===== config.mk =====
export PLATFORM = sky130hd
export DESIGN_NAME = prefilled_moving_average_flat
export DESIGN_NICKNAME = d
export VERILOG_FILES = /design/src/pma_pkg.sv /design/src/pma_if.sv /design/src/pma_window_ram.sv /design/src/pma_divider.sv /design/src/prefilled_moving_average.sv /design/src/flat_wrapper.sv
export VERILOG_INCLUDE_DIRS = /design/src /design/src/src
export SDC_FILE = /design/constraint.sdc
export NUM_CORES = 1
export LEC_CHECK = 0
export ABC_AREA = 1
export BUFFER_PORTS_ARGS = -buffer_cell sky130_fd_sc_hd__clkbuf_2
export CAP_MARGIN = 20
export CELL_PAD_IN_SITES_DETAIL_PLACEMENT = 1
export CELL_PAD_IN_SITES_GLOBAL_PLACEMENT = 2
export CORE_ASPECT_RATIO = 0.7
export CORE_MARGIN = 2
export CORE_UTILIZATION = 35
export CTS_CLUSTER_DIAMETER = 50
export DETAILED_ROUTE_END_ITERATION = 10
export GPL_ROUTABILITY_DRIVEN = 0
export HOLD_SLACK_MARGIN = 0.03
export PLACE_DENSITY = 0.85
export SLEW_MARGIN = 20
export SYNTH_ARGS = -nofsm -noshare
export SYNTH_HDL_FRONTEND = slang
export SYNTH_HIERARCHICAL = 1
export SYNTH_SLANG_ARGS = --single-unit

===== constraint.sdc =====
create_clock -name clk -period 2.5 [get_ports clk]
set_clock_uncertainty 0.15 [all_clocks]
set_input_delay 0.375 -clock clk [delete_from_list [all_inputs] [get_ports clk]]
set_output_delay 0.375 -clock clk [all_outputs]
set_load 0.005 [all_outputs]

===== src/prefilled_moving_average_assert.svh =====
// ----------------------------------------------------------------------------
// Assertion macros for the prefilled moving average block
// Clocked on clk, disabled while rst_n is low.
// ----------------------------------------------------------------------------
`ifndef PREFILLED_MOVING_AVERAGE_ASSERT_SVH
`define PREFILLED_MOVING_AVERAGE_ASSERT_SVH

// Same-cycle implication
`define PMA_ASSERT_SAME(lbl, pre, post) \
    lbl: assert property (@(posedge clk) disable iff (!rst_n) (pre) |-> (post)) \
        else $error("pma assertion failed");

// Next-cycle implication
`define PMA_ASSERT_NEXT(lbl, pre, post) \
    lbl: assert property (@(posedge clk) disable iff (!rst_n) (pre) |=> (post)) \
        else $error("pma assertion failed");

`endif


===== src/pma_pkg.sv =====
// ----------------------------------------------------------------------------
// pma_pkg
// Shared widths, constants and types of the prefilled moving average block.
// ----------------------------------------------------------------------------
package pma_pkg;

    localparam int DATA_W         = 16;
    localparam int LEN_REG_W      = 5;
    localparam int LEN_RESET      = 4;
    localparam int MAX_WINDOW_DEF = 16;
    localparam int APB_DATA_W     = 32;
    localparam int PADDR_W        = 2;

    typedef struct packed {
        logic busy;
        logic done;
    } pma_div_status_t;

endpackage


===== src/pma_if.sv =====
// ----------------------------------------------------------------------------
// pma_if
// Valid/ready stream interfaces for the sample and average channels.
// ----------------------------------------------------------------------------
interface pma_sample_if
    import pma_pkg::*;
();
    logic              valid;
    logic              ready;
    logic [DATA_W-1:0] sample;

    modport source (output valid, output sample, input ready);
    modport sink   (input valid, input sample, output ready);
endinterface

interface pma_average_if
    import pma_pkg::*;
();
    logic              valid;
    logic              ready;
    logic [DATA_W-1:0] average;

    modport source (output valid, output average, input ready);
    modport sink   (input valid, input average, output ready);
endinterface


===== src/pma_window_ram.sv =====
// ----------------------------------------------------------------------------
// pma_window_ram
// Sample ring storage: one write port, one read port with registered data.
// ----------------------------------------------------------------------------
module pma_window_ram
    import pma_pkg::*;
#(
    parameter int DEPTH = MAX_WINDOW_DEF,
    localparam int ADDR_W = (DEPTH > 1) ? $clog2(DEPTH) : 1
)(
    input  logic              clk,
    input  logic              we,
    input  logic [ADDR_W-1:0] waddr,
    input  logic [DATA_W-1:0] wdata,
    input  logic [ADDR_W-1:0] raddr,
    output logic [DATA_W-1:0] rdata
);

    logic [DATA_W-1:0] mem [DEPTH];
    logic [DATA_W-1:0] rdata_reg;

    always_ff @(posedge clk)
    begin
        if (we)
        begin
            mem[waddr] <= wdata;
        end
    end

    always_ff @(posedge clk)
    begin
        rdata_reg <= mem[raddr];
    end

    assign rdata = rdata_reg;

endmodule


===== src/pma_divider.sv =====
// ----------------------------------------------------------------------------
// pma_divider
// Restoring divider, one quotient bit per cycle through a shared subtractor.
// ----------------------------------------------------------------------------
module pma_divider
    import pma_pkg::*;
#(
    parameter int SUM_W = 20,
    parameter int LEN_W = 5
)(
    input  logic             clk,
    input  logic             rst_n,
    input  logic             start,
    input  logic [SUM_W-1:0] dividend,
    input  logic [LEN_W-1:0] divisor,
    output logic [SUM_W-1:0] quotient,
    output pma_div_status_t  status
);

    localparam int CNT_W = $clog2(SUM_W);

    logic [SUM_W-1:0] quo_reg, quo_next;
    logic [LEN_W-1:0] rem_reg, rem_next;
    logic [CNT_W-1:0] cnt_reg, cnt_next;
    logic             busy_reg, busy_next;
    logic             done_reg, done_next;
    logic [LEN_W:0]   trial;
    logic [LEN_W:0]   diff;
    logic             fits;

    assign trial = {rem_reg, quo_reg[SUM_W-1]};
    assign diff  = trial - {1'b0, divisor};
    assign fits  = (trial >= {1'b0, divisor});

    always_comb
    begin
        quo_next  = quo_reg;
        rem_next  = rem_reg;
        cnt_next  = cnt_reg;
        busy_next = busy_reg;
        done_next = done_reg;
        if (start)
        begin
            quo_next  = dividend;
            rem_next  = '0;
            cnt_next  = '0;
            busy_next = 1'b1;
            done_next = 1'b0;
        end
        else if (busy_reg)
        begin
            quo_next = {quo_reg[SUM_W-2:0], fits};
            rem_next = fits ? diff[LEN_W-1:0] : trial[LEN_W-1:0];
            cnt_next = cnt_reg + CNT_W'(1);
            if (cnt_reg == CNT_W'(SUM_W - 1))
            begin
                busy_next = 1'b0;
                done_next = 1'b1;
            end
        end
    end

    always_ff @(posedge clk or negedge rst_n)
    begin
        if (!rst_n)
        begin
            cnt_reg  <= '0;
            busy_reg <= 1'b0;
            done_reg <= 1'b0;
        end
        else
        begin
            cnt_reg  <= cnt_next;
            busy_reg <= busy_next;
            done_reg <= done_next;
        end
    end

    always_ff @(posedge clk)
    begin
        quo_reg <= quo_next;
        rem_reg <= rem_next;
    end

    assign quotient    = quo_reg;
    assign status.busy = busy_reg;
    assign status.done = done_reg;

endmodule


===== src/prefilled_moving_average.sv =====
// Flow: a sample transfer passes through ST_UPDATE for a primed window, or through
//   ST_FILL once per window entry for the prefilling sample, then ST_DIV and ST_DIV_WAIT.
// A new sample is taken only in ST_IDLE, once the previous average is registered; the
//   bit-serial divider runs one quotient bit per cycle over the 20-bit sum.
// Reset: rst_n clears the sum, pointer and primed flag; window length returns to 4.
// ----------------------------------------------------------------------------
// prefilled_moving_average
// Boxcar average over a configurable window, prefilled by its first sample.
// ----------------------------------------------------------------------------
`include "prefilled_moving_average_assert.svh"

module prefilled_moving_average
    import pma_pkg::*;
#(
    parameter int MAX_WINDOW = MAX_WINDOW_DEF
)(
    input  logic                  clk,
    input  logic                  rst_n,
    input  logic                  psel,
    input  logic                  penable,
    input  logic                  pwrite,
    input  logic [PADDR_W-1:0]    paddr,
    input  logic [APB_DATA_W-1:0] pwdata,
    output logic [APB_DATA_W-1:0] prdata,
    output logic                  pready,
    pma_sample_if.sink            sample_ch,
    pma_average_if.source         average_ch
);

    localparam int LEN_MAX = (1 << LEN_REG_W) - 1;
    localparam int EFF_MAX = (MAX_WINDOW < LEN_MAX) ? MAX_WINDOW : LEN_MAX;
    localparam int LEN_W   = $clog2(EFF_MAX + 1);
    localparam int PTR_W   = (EFF_MAX > 1) ? $clog2(EFF_MAX) : 1;
    localparam int SUM_W   = DATA_W + $clog2(EFF_MAX);

    localparam logic [2:0] ST_IDLE     = 3'd0;
    localparam logic [2:0] ST_UPDATE   = 3'd1;
    localparam logic [2:0] ST_FILL     = 3'd2;
    localparam logic [2:0] ST_DIV      = 3'd3;
    localparam logic [2:0] ST_DIV_WAIT = 3'd4;

    logic [2:0]           state_reg, state_next;
    logic [LEN_REG_W-1:0] wlen_reg, wlen_next;
    logic                 primed_reg, primed_next;
    logic [PTR_W-1:0]     ptr_reg, ptr_next;
    logic [PTR_W-1:0]     cnt_reg, cnt_next;
    logic [SUM_W-1:0]     sum_reg, sum_next;
    logic                 out_valid_reg, out_valid_next;
    logic [DATA_W-1:0]    sample_reg, sample_next;
    logic [DATA_W-1:0]    average_reg, average_next;

    logic [LEN_W-1:0]     eff_len;
    logic                 cfg_write;
    logic                 in_fire;
    logic                 out_fire;
    logic                 ram_we;
    logic [PTR_W-1:0]     ram_waddr;
    logic [DATA_W-1:0]    ram_rdata;
    logic                 div_start;
    logic [SUM_W-1:0]     div_quotient;
    pma_div_status_t      div_status;

    // Clamp the register to 1..EFF_MAX
    always_comb
    begin
        if (wlen_reg == '0)
        begin
            eff_len = LEN_W'(1);
        end
        else if (wlen_reg > LEN_REG_W'(EFF_MAX))
        begin
            eff_len = LEN_W'(EFF_MAX);
        end
        else
        begin
            eff_len = LEN_W'(wlen_reg);
        end
    end

    assign pready    = 1'b1;
    assign prdata    = APB_DATA_W'(wlen_reg);
    assign cfg_write = psel && penable && pwrite;

    assign sample_ch.ready  = (state_reg == ST_IDLE);
    assign in_fire          = sample_ch.valid && sample_ch.ready;
    assign average_ch.valid = out_valid_reg;
    assign average_ch.average = average_reg;
    assign out_fire         = out_valid_reg && average_ch.ready;

    assign ram_we    = (state_reg == ST_UPDATE) || (state_reg == ST_FILL);
    assign ram_waddr = (state_reg == ST_FILL) ? cnt_reg : ptr_reg;
    assign div_start = (state_reg == ST_DIV);

    always_comb
    begin
        state_next     = state_reg;
        wlen_next      = wlen_reg;
        primed_next    = primed_reg;
        ptr_next       = ptr_reg;
        cnt_next       = cnt_reg;
        sum_next       = sum_reg;
        out_valid_next = out_valid_reg;
        sample_next    = sample_reg;
        average_next   = average_reg;

        if (out_fire)
        begin
            out_valid_next = 1'b0;
        end

        if (cfg_write)
        begin
            wlen_next   = pwdata[LEN_REG_W-1:0];
            primed_next = 1'b0;
        end

        unique case (state_reg)
            ST_IDLE:
            begin
                if (in_fire)
                begin
                    sample_next = sample_ch.sample;
                    if (primed_reg)
                    begin
                        state_next = ST_UPDATE;
                    end
                    else
                    begin
                        cnt_next   = '0;
                        sum_next   = '0;
                        state_next = ST_FILL;
                    end
                end
            end
            ST_UPDATE:
            begin
                // Drop the oldest entry, append the new one
                sum_next = sum_reg - SUM_W'(ram_rdata) + SUM_W'(sample_reg);
                if (LEN_W'(ptr_reg) + LEN_W'(1) == eff_len)
                begin
                    ptr_next = '0;
                end
                else
                begin
                    ptr_next = ptr_reg + PTR_W'(1);
                end
                state_next = ST_DIV;
            end
            ST_FILL:
            begin
                sum_next = sum_reg + SUM_W'(sample_reg);
                cnt_next = cnt_reg + PTR_W'(1);
                if (LEN_W'(cnt_reg) + LEN_W'(1) == eff_len)
                begin
                    primed_next = 1'b1;
                    ptr_next    = (eff_len == LEN_W'(1)) ? PTR_W'(0) : PTR_W'(1);
                    state_next  = ST_DIV;
                end
            end
            ST_DIV:
            begin
                state_next = ST_DIV_WAIT;
            end
            ST_DIV_WAIT:
            begin
                // Hold the quotient until the output slot is free
                if (div_status.done && (!out_valid_reg || average_ch.ready))
                begin
                    average_next   = div_quotient[DATA_W-1:0];
                    out_valid_next = 1'b1;
                    state_next     = ST_IDLE;
                end
            end
            default:
            begin
                state_next = ST_IDLE;
            end
        endcase
    end

    always_ff @(posedge clk or negedge rst_n)
    begin
        if (!rst_n)
        begin
            state_reg     <= ST_IDLE;
            wlen_reg      <= LEN_REG_W'(LEN_RESET);
            primed_reg    <= 1'b0;
            ptr_reg       <= '0;
            cnt_reg       <= '0;
            sum_reg       <= '0;
            out_valid_reg <= 1'b0;
        end
        else
        begin
            state_reg     <= state_next;
            wlen_reg      <= wlen_next;
            primed_reg    <= primed_next;
            ptr_reg       <= ptr_next;
            cnt_reg       <= cnt_next;
            sum_reg       <= sum_next;
            out_valid_reg <= out_valid_next;
        end
    end

    always_ff @(posedge clk)
    begin
        sample_reg  <= sample_next;
        average_reg <= average_next;
    end

    pma_window_ram #(
        .DEPTH (EFF_MAX)
    ) u_ram (
        .clk   (clk),
        .we    (ram_we),
        .waddr (ram_waddr),
        .wdata (sample_reg),
        .raddr (ptr_reg),
        .rdata (ram_rdata)
    );

    pma_divider #(
        .SUM_W (SUM_W),
        .LEN_W (LEN_W)
    ) u_div (
        .clk      (clk),
        .rst_n    (rst_n),
        .start    (div_start),
        .dividend (sum_reg),
        .divisor  (eff_len),
        .quotient (div_quotient),
        .status   (div_status)
    );

    `PMA_ASSERT_SAME(a_ready_not_dividing, sample_ch.ready, !div_status.busy)
    `PMA_ASSERT_NEXT(a_primed_goes_update, in_fire && primed_reg, state_reg == ST_UPDATE)
    `PMA_ASSERT_SAME(a_fill_unprimed, state_reg == ST_FILL, !primed_reg)
    `PMA_ASSERT_SAME(a_ptr_in_window, primed_reg, LEN_W'(ptr_reg) < eff_len)

endmodule


===== src/flat_wrapper.sv =====
// flat-port wrapper written by rule: the top's interface ports become plain ports
module prefilled_moving_average_flat import pma_pkg::*;
#(
    parameter int MAX_WINDOW = MAX_WINDOW_DEF
)
  (clk, rst_n, psel, penable, pwrite, paddr, pwdata, prdata, pready, sample_ch_valid, sample_ch_sample, sample_ch_ready, average_ch_valid, average_ch_average, average_ch_ready);
  pma_sample_if sample_ch_i ();
  pma_average_if average_ch_i ();
  input  logic clk;
  input  logic rst_n;
  input  logic psel;
  input  logic penable;
  input  logic pwrite;
  input  logic [PADDR_W-1:0] paddr;
  input  logic [APB_DATA_W-1:0] pwdata;
  output logic [APB_DATA_W-1:0] prdata;
  output logic pready;
  input wire logic [$bits(sample_ch_i.valid)-1:0] sample_ch_valid;
  input wire logic [$bits(sample_ch_i.sample)-1:0] sample_ch_sample;
  output wire logic [$bits(sample_ch_i.ready)-1:0] sample_ch_ready;
  output wire logic [$bits(average_ch_i.valid)-1:0] average_ch_valid;
  output wire logic [$bits(average_ch_i.average)-1:0] average_ch_average;
  input wire logic [$bits(average_ch_i.ready)-1:0] average_ch_ready;
  assign sample_ch_i.valid = sample_ch_valid;
  assign sample_ch_i.sample = sample_ch_sample;
  assign sample_ch_ready = sample_ch_i.ready;
  assign average_ch_valid = average_ch_i.valid;
  assign average_ch_average = average_ch_i.average;
  assign average_ch_i.ready = average_ch_ready;
  prefilled_moving_average #(.MAX_WINDOW(MAX_WINDOW)) u_core (.clk(clk), .rst_n(rst_n), .psel(psel), .penable(penable), .pwrite(pwrite), .paddr(paddr), .pwdata(pwdata), .prdata(prdata), .pready(pready), .sample_ch(sample_ch_i), .average_ch(average_ch_i));
endmodule

Yosys cells after proc, flatten, opt, wreduce, memory -nomap -nowiden
Memory sizes are Yosys's and may differ from the RTL's. A register that Yosys moved wholly into a read port is not among the register bits.
Cells that the tools add are included.
- mux-type cells: 37
- magnitude comparators: 2
- reduce and logical (&&, ||, !) cells: 22
- equal/unequal tests: 12
- add/subtract/negate cells: 9
- operators by type and width (kind ; count):
    two-way mux 20 bit ; 4
    case mux 20 bit (3 select lines) ; 1
    adder 20 x 16 -> 20 bit ; 2
    two-way mux 5 bit ; 5
    two-way mux 4 bit ; 5
    subtractor 20 x 16 -> 20 bit ; 1
    case mux 4 bit (2 select lines) ; 2
    two-way mux 1 bit ; 15
    case mux 3 bit (5 select lines) ; 1
    adder 4 x 1 -> 5 bit, second input constant ; 2
    == test 5 bit ; 2
    two-way mux 3 bit ; 3
    AND reduction 3 bit ; 3
    adder 4 x 1 -> 4 bit, second input constant ; 2
    AND reduction 2 bit ; 4
    nonzero test 2 bit ; 4
    == test 3 x 2 -> 1 bit, second input constant ; 2
    greater-or-equal comparator 6 x 5 -> 1 bit ; 1
    inequality test 2 bit, second input constant ; 3
    adder 5 x 1 -> 5 bit, second input constant ; 1
    == test 5 x 1 -> 1 bit, second input constant ; 1
    == test 5 bit, second input constant ; 1
    greater-than comparator 5 bit, second input constant ; 1
    logical AND 1 bit ; 5
    10 further kinds ; 11
- output and inout port bits: 51
- memories: 1
- bits in writable memories: 256
- register bits after elaboration: 102
- memories (name ; depth ; bits a word ; rd ports ; clocked after Yosys merged registers in ; write ports ; RTL line ; source):
    u_core.u_ram.mem ; 16 ; 16 ; 1 ; 1 ; 1 ; pma_window_ram.sv:19 ; logic [DATA_W-1:0] mem [DEPTH];

Depth between registers and ports, before layout
- depth after elaboration: 7
- depth in mapped cells: 16
- depth with buffers taken out: 16

By module
Netlist, hierarchy kept.
- modules (own cells, without submodules) (module ; area an instance (µm²) ; cells each ; seq. area each (µm²) ; instances):
    pma_window_ram ; 11380.9 ; 1074 ; 8007.7 ; 1
    prefilled_moving_average ; 5970.7 ; 839 ; 1913.1 ; 1
    pma_divider ; 1689.1 ; 194 ; 875.8 ; 1

Worst setup path before layout
No wires, ideal clock.
- path kind: register to register
- start: reg u_core.state_reg[2]
- end: mem u_core.u_ram.mem[10][0], enable pin
- path slack: -199 ps
- data required time: 1962 ps
- stages on the path, launching flop included: 6
- data arrival time: 2160 ps
- buffers on the path: 1
- setup time: 388 ps
- path through: dfrtp_1 nor3_4 clkbuf_1 o21ai_0 nand3b_1 nor2_1
- RTL lines (item ; RTL line ; source):
    start, declared ; prefilled_moving_average.sv:42 ; logic [2:0] state_reg, state_next;
    start signal, assigned ; prefilled_moving_average.sv:195 ; state_reg <= state_next;
    == test 3 x 2 -> 1 bit ; prefilled_moving_average.sv:91 ; assign ram_waddr = (state_reg == ST_FILL) ? cnt_reg : ptr_reg;
    two-way mux 4 bit ; prefilled_moving_average.sv:91 ;
    net u_core.ram_waddr[2] ; prefilled_moving_average.sv:57 ; logic [PTR_W-1:0] ram_waddr;
    end, declared ; pma_window_ram.sv:19 ;
The timed path passes the listed nets, and every way through them passes these cells.

Worst setup path in the final report
- start: reg u_core.sum_reg[5]
- end: reg u_core.sum_reg[16]
- word-level cells in the longest chain between the ends: 3
- RTL lines (item ; RTL line ; source):
    start, declared ; prefilled_moving_average.sv:47 ; logic [SUM_W-1:0] sum_reg, sum_next;
    start signal, assigned ; prefilled_moving_average.sv:200 ; sum_reg <= sum_next;
    subtractor 20 x 16 -> 20 bit ; prefilled_moving_average.sv:138 ; sum_next = sum_reg - SUM_W'(ram_rdata) + SUM_W'(sample_reg);
    adder 20 x 16 -> 20 bit ; prefilled_moving_average.sv:138 ;
    case mux 20 bit (3 select lines) (*) ; prefilled_moving_average.sv:117 ; unique case (state_reg)
Every way passes the cells marked *; elsewhere a longest branch is shown, timed or not.
A chain may end at the register's enable or synchronous reset.

==> results.sh <==
export IMPL_wire_per_inst_um=19.0
export IMPL_layout_min_cycle_time_ps=2630
export IMPL_drt_iter0_drc=938
export IMPL_placementRows=71
export IMPL_stdcell_count=3049
export IMPL_hold_class="in2reg"
export IMPL_syn_area_per_cell_sq_um=9.04
export IMPL_dp_cells=2942
export IMPL_numClockSinks=374
export IMPL_rsz0062_at_grt="yes"
export IMPL_dp_final_hpwl_mm=39.8
export IMPL_viasPerCell=4.90
export IMPL_clock_path_buffers=3
export IMPL_grt_pass1_vias=15600
export IMPL_r2r_start="u_core/sum_reg[5]$_DFFE_PN0P_"
export IMPL_crit_type="reg2reg"
export IMPL_setup_slack_ps=-128
export IMPL_critPathRequiredTime_ps=2820
export IMPL_mostFrequentLayoutCell="nand2_1"
export IMPL_die_y_um=199
export IMPL_grt_max_degree=81
export IMPL_syn_to_final_growth_pct=22.2
export IMPL_min_from="sample_ch_valid"
export IMPL_start_util_pct=35.4
export IMPL_p_total_mw=12.9
export IMPL_cts_root_buffer="clkbuf_16"
export IMPL_vias=14900
export IMPL_endpoint_kind="flop"
export IMPL_die_area_sq_um=56300
export IMPL_path_clk_slew_ps=70
export IMPL_grt_pass1_wl_mm=88.3
export IMPL_pin_count=108
export IMPL_max_slew_margin_pct=41.4
export IMPL_violations="negative setup slack"
export IMPL_worst_pin_slew_ps=878
export IMPL_crit_arrival_ps=2950
export IMPL_core_sq_um=53700
export IMPL_max_freq_mhz=381
export IMPL_cap_violations=0
export IMPL_ys_warn_count=6
export IMPL_antenna_found_initial=3
export IMPL_htreeDepth=2
export IMPL_syn_inst=2106
export IMPL_fin_crit_sh_pct=105
export IMPL_slew_violations=0
export IMPL_vdd_drop_max_mv=0.545
export IMPL_syn_area_sq_um=19000
export IMPL_dieWidth_um=283
export IMPL_track_usage_pct=20.4
export IMPL_grt_remaining_overflow=0
export IMPL_worstSkewPairLatency_ps=550
export IMPL_setup_viol=7
export IMPL_leakage_nw=10.4
export IMPL_largest_reg_flops=256
export IMPL_cts_buffers=40
export IMPL_outcome="finished with violations"
export IMPL_final_antenna_net_count=0
export IMPL_drt_wl_total_mm=57.9
export IMPL_setup_worst_path_start="u_core/sum_reg[5]$_DFFE_PN0P_"
export IMPL_layout_nets=2415
export IMPL_timing_hold_ws_ps=145
export IMPL_drive_gt1_share_pct=18.9
export IMPL_cp_max_fo=4
export IMPL_dp_slack_ps=-289
export IMPL_drc_errors=0
export IMPL_antenna_cells=0
export IMPL_powerDensity_nw_per_um2=555
export IMPL_cts_tree="built"
export IMPL_io_buffers=50
export IMPL_first_pass_iters=5
export IMPL_hold_viol=0
export IMPL_n_fill_cell=6152
export IMPL_final_core_util_pct=43.3
export IMPL_cp_start_kind="flop"
export IMPL_final_cell_mix="nand2_1, inv_1, edfxtp_1"
## per-layer routing
layer / vias up / GRT usage (%) / share of wire [%]
li1: 7056 / - / -
met1: 7469 / 29.7 / 48
met2: 326 / 32.1 / 45
met3: 81 / 3.23 / 5.1
met4: 2 / 4.37 / 1.9
met5: - / 0 / 0.028
## critical path: stages (launching register included)
cell	delay [ps]
dfrtp_1	410
inv_2	60
fa_1	550
inv_2	50
ha_4	240
a21oi_2	270
nor2_1	70
nor2_1	220
nand2_4	140
nand2_2	100
nand2_1	50
nand2_1	80
nand3_2	100
nand3_2	60
## per-stage QoR
stage	instance area, sq um	setup TNS [ps]
after floorplan	19100	-42860
after global routing	23300	-2300
final	23300	-571
after global placement	21000	-1470
after detailed placement	21000	-8650
after CTS	22900	-62.4
## worst paths after layout
kind,end,slack (ps),depth (start not counted)
worst max-delay path,u_core/sum_reg[16]$_DFFE_PN0P_,-130,13
worst min-delay path,u_core/state_reg[0]$_DFFE_PN0P_,140,5
worst max register to register,u_core/sum_reg[16]$_DFFE_PN0P_,-130,13
worst min register to register,u_core/average_ch.average[8]$_DFFE_PP_,300,0
max in group asynchronous,u_core/wlen_reg[2]$_DFFE_PN1P_,1170,3
min in group asynchronous,u_core/sum_reg[12]$_DFFE_PN0P_,340,2
## cell type report
type                    instances  area (sq um)  area share, %
clock inverters                18           169          0.726
clock buffers                  49          1110           4.76
repair buffers                213          1830           7.88
well taps                     730           913           3.93
flip-flops and latches        374         10800           46.4
multi-input cells            1293          7040           30.3
inverters                     372          1400           6.02
## what timing repair did
item | CTS | global route
gates resized for setup | 74 | 106
endpoints found under the setup margin | 142 | 180
hold buffers | 23 | 0
setup buffers | 7 | 11
hold endpoints to repair | 45 | 0
pin swaps | 15 | 47
## report_power, final
group | switching (mW) | internal, mW
Sequential | 0.0126 | 6.68
Combinational | 0.219 | 0.142
Clock | 2.50 | 3.36
Note: power is estimated with default switching activity, not from simulation.
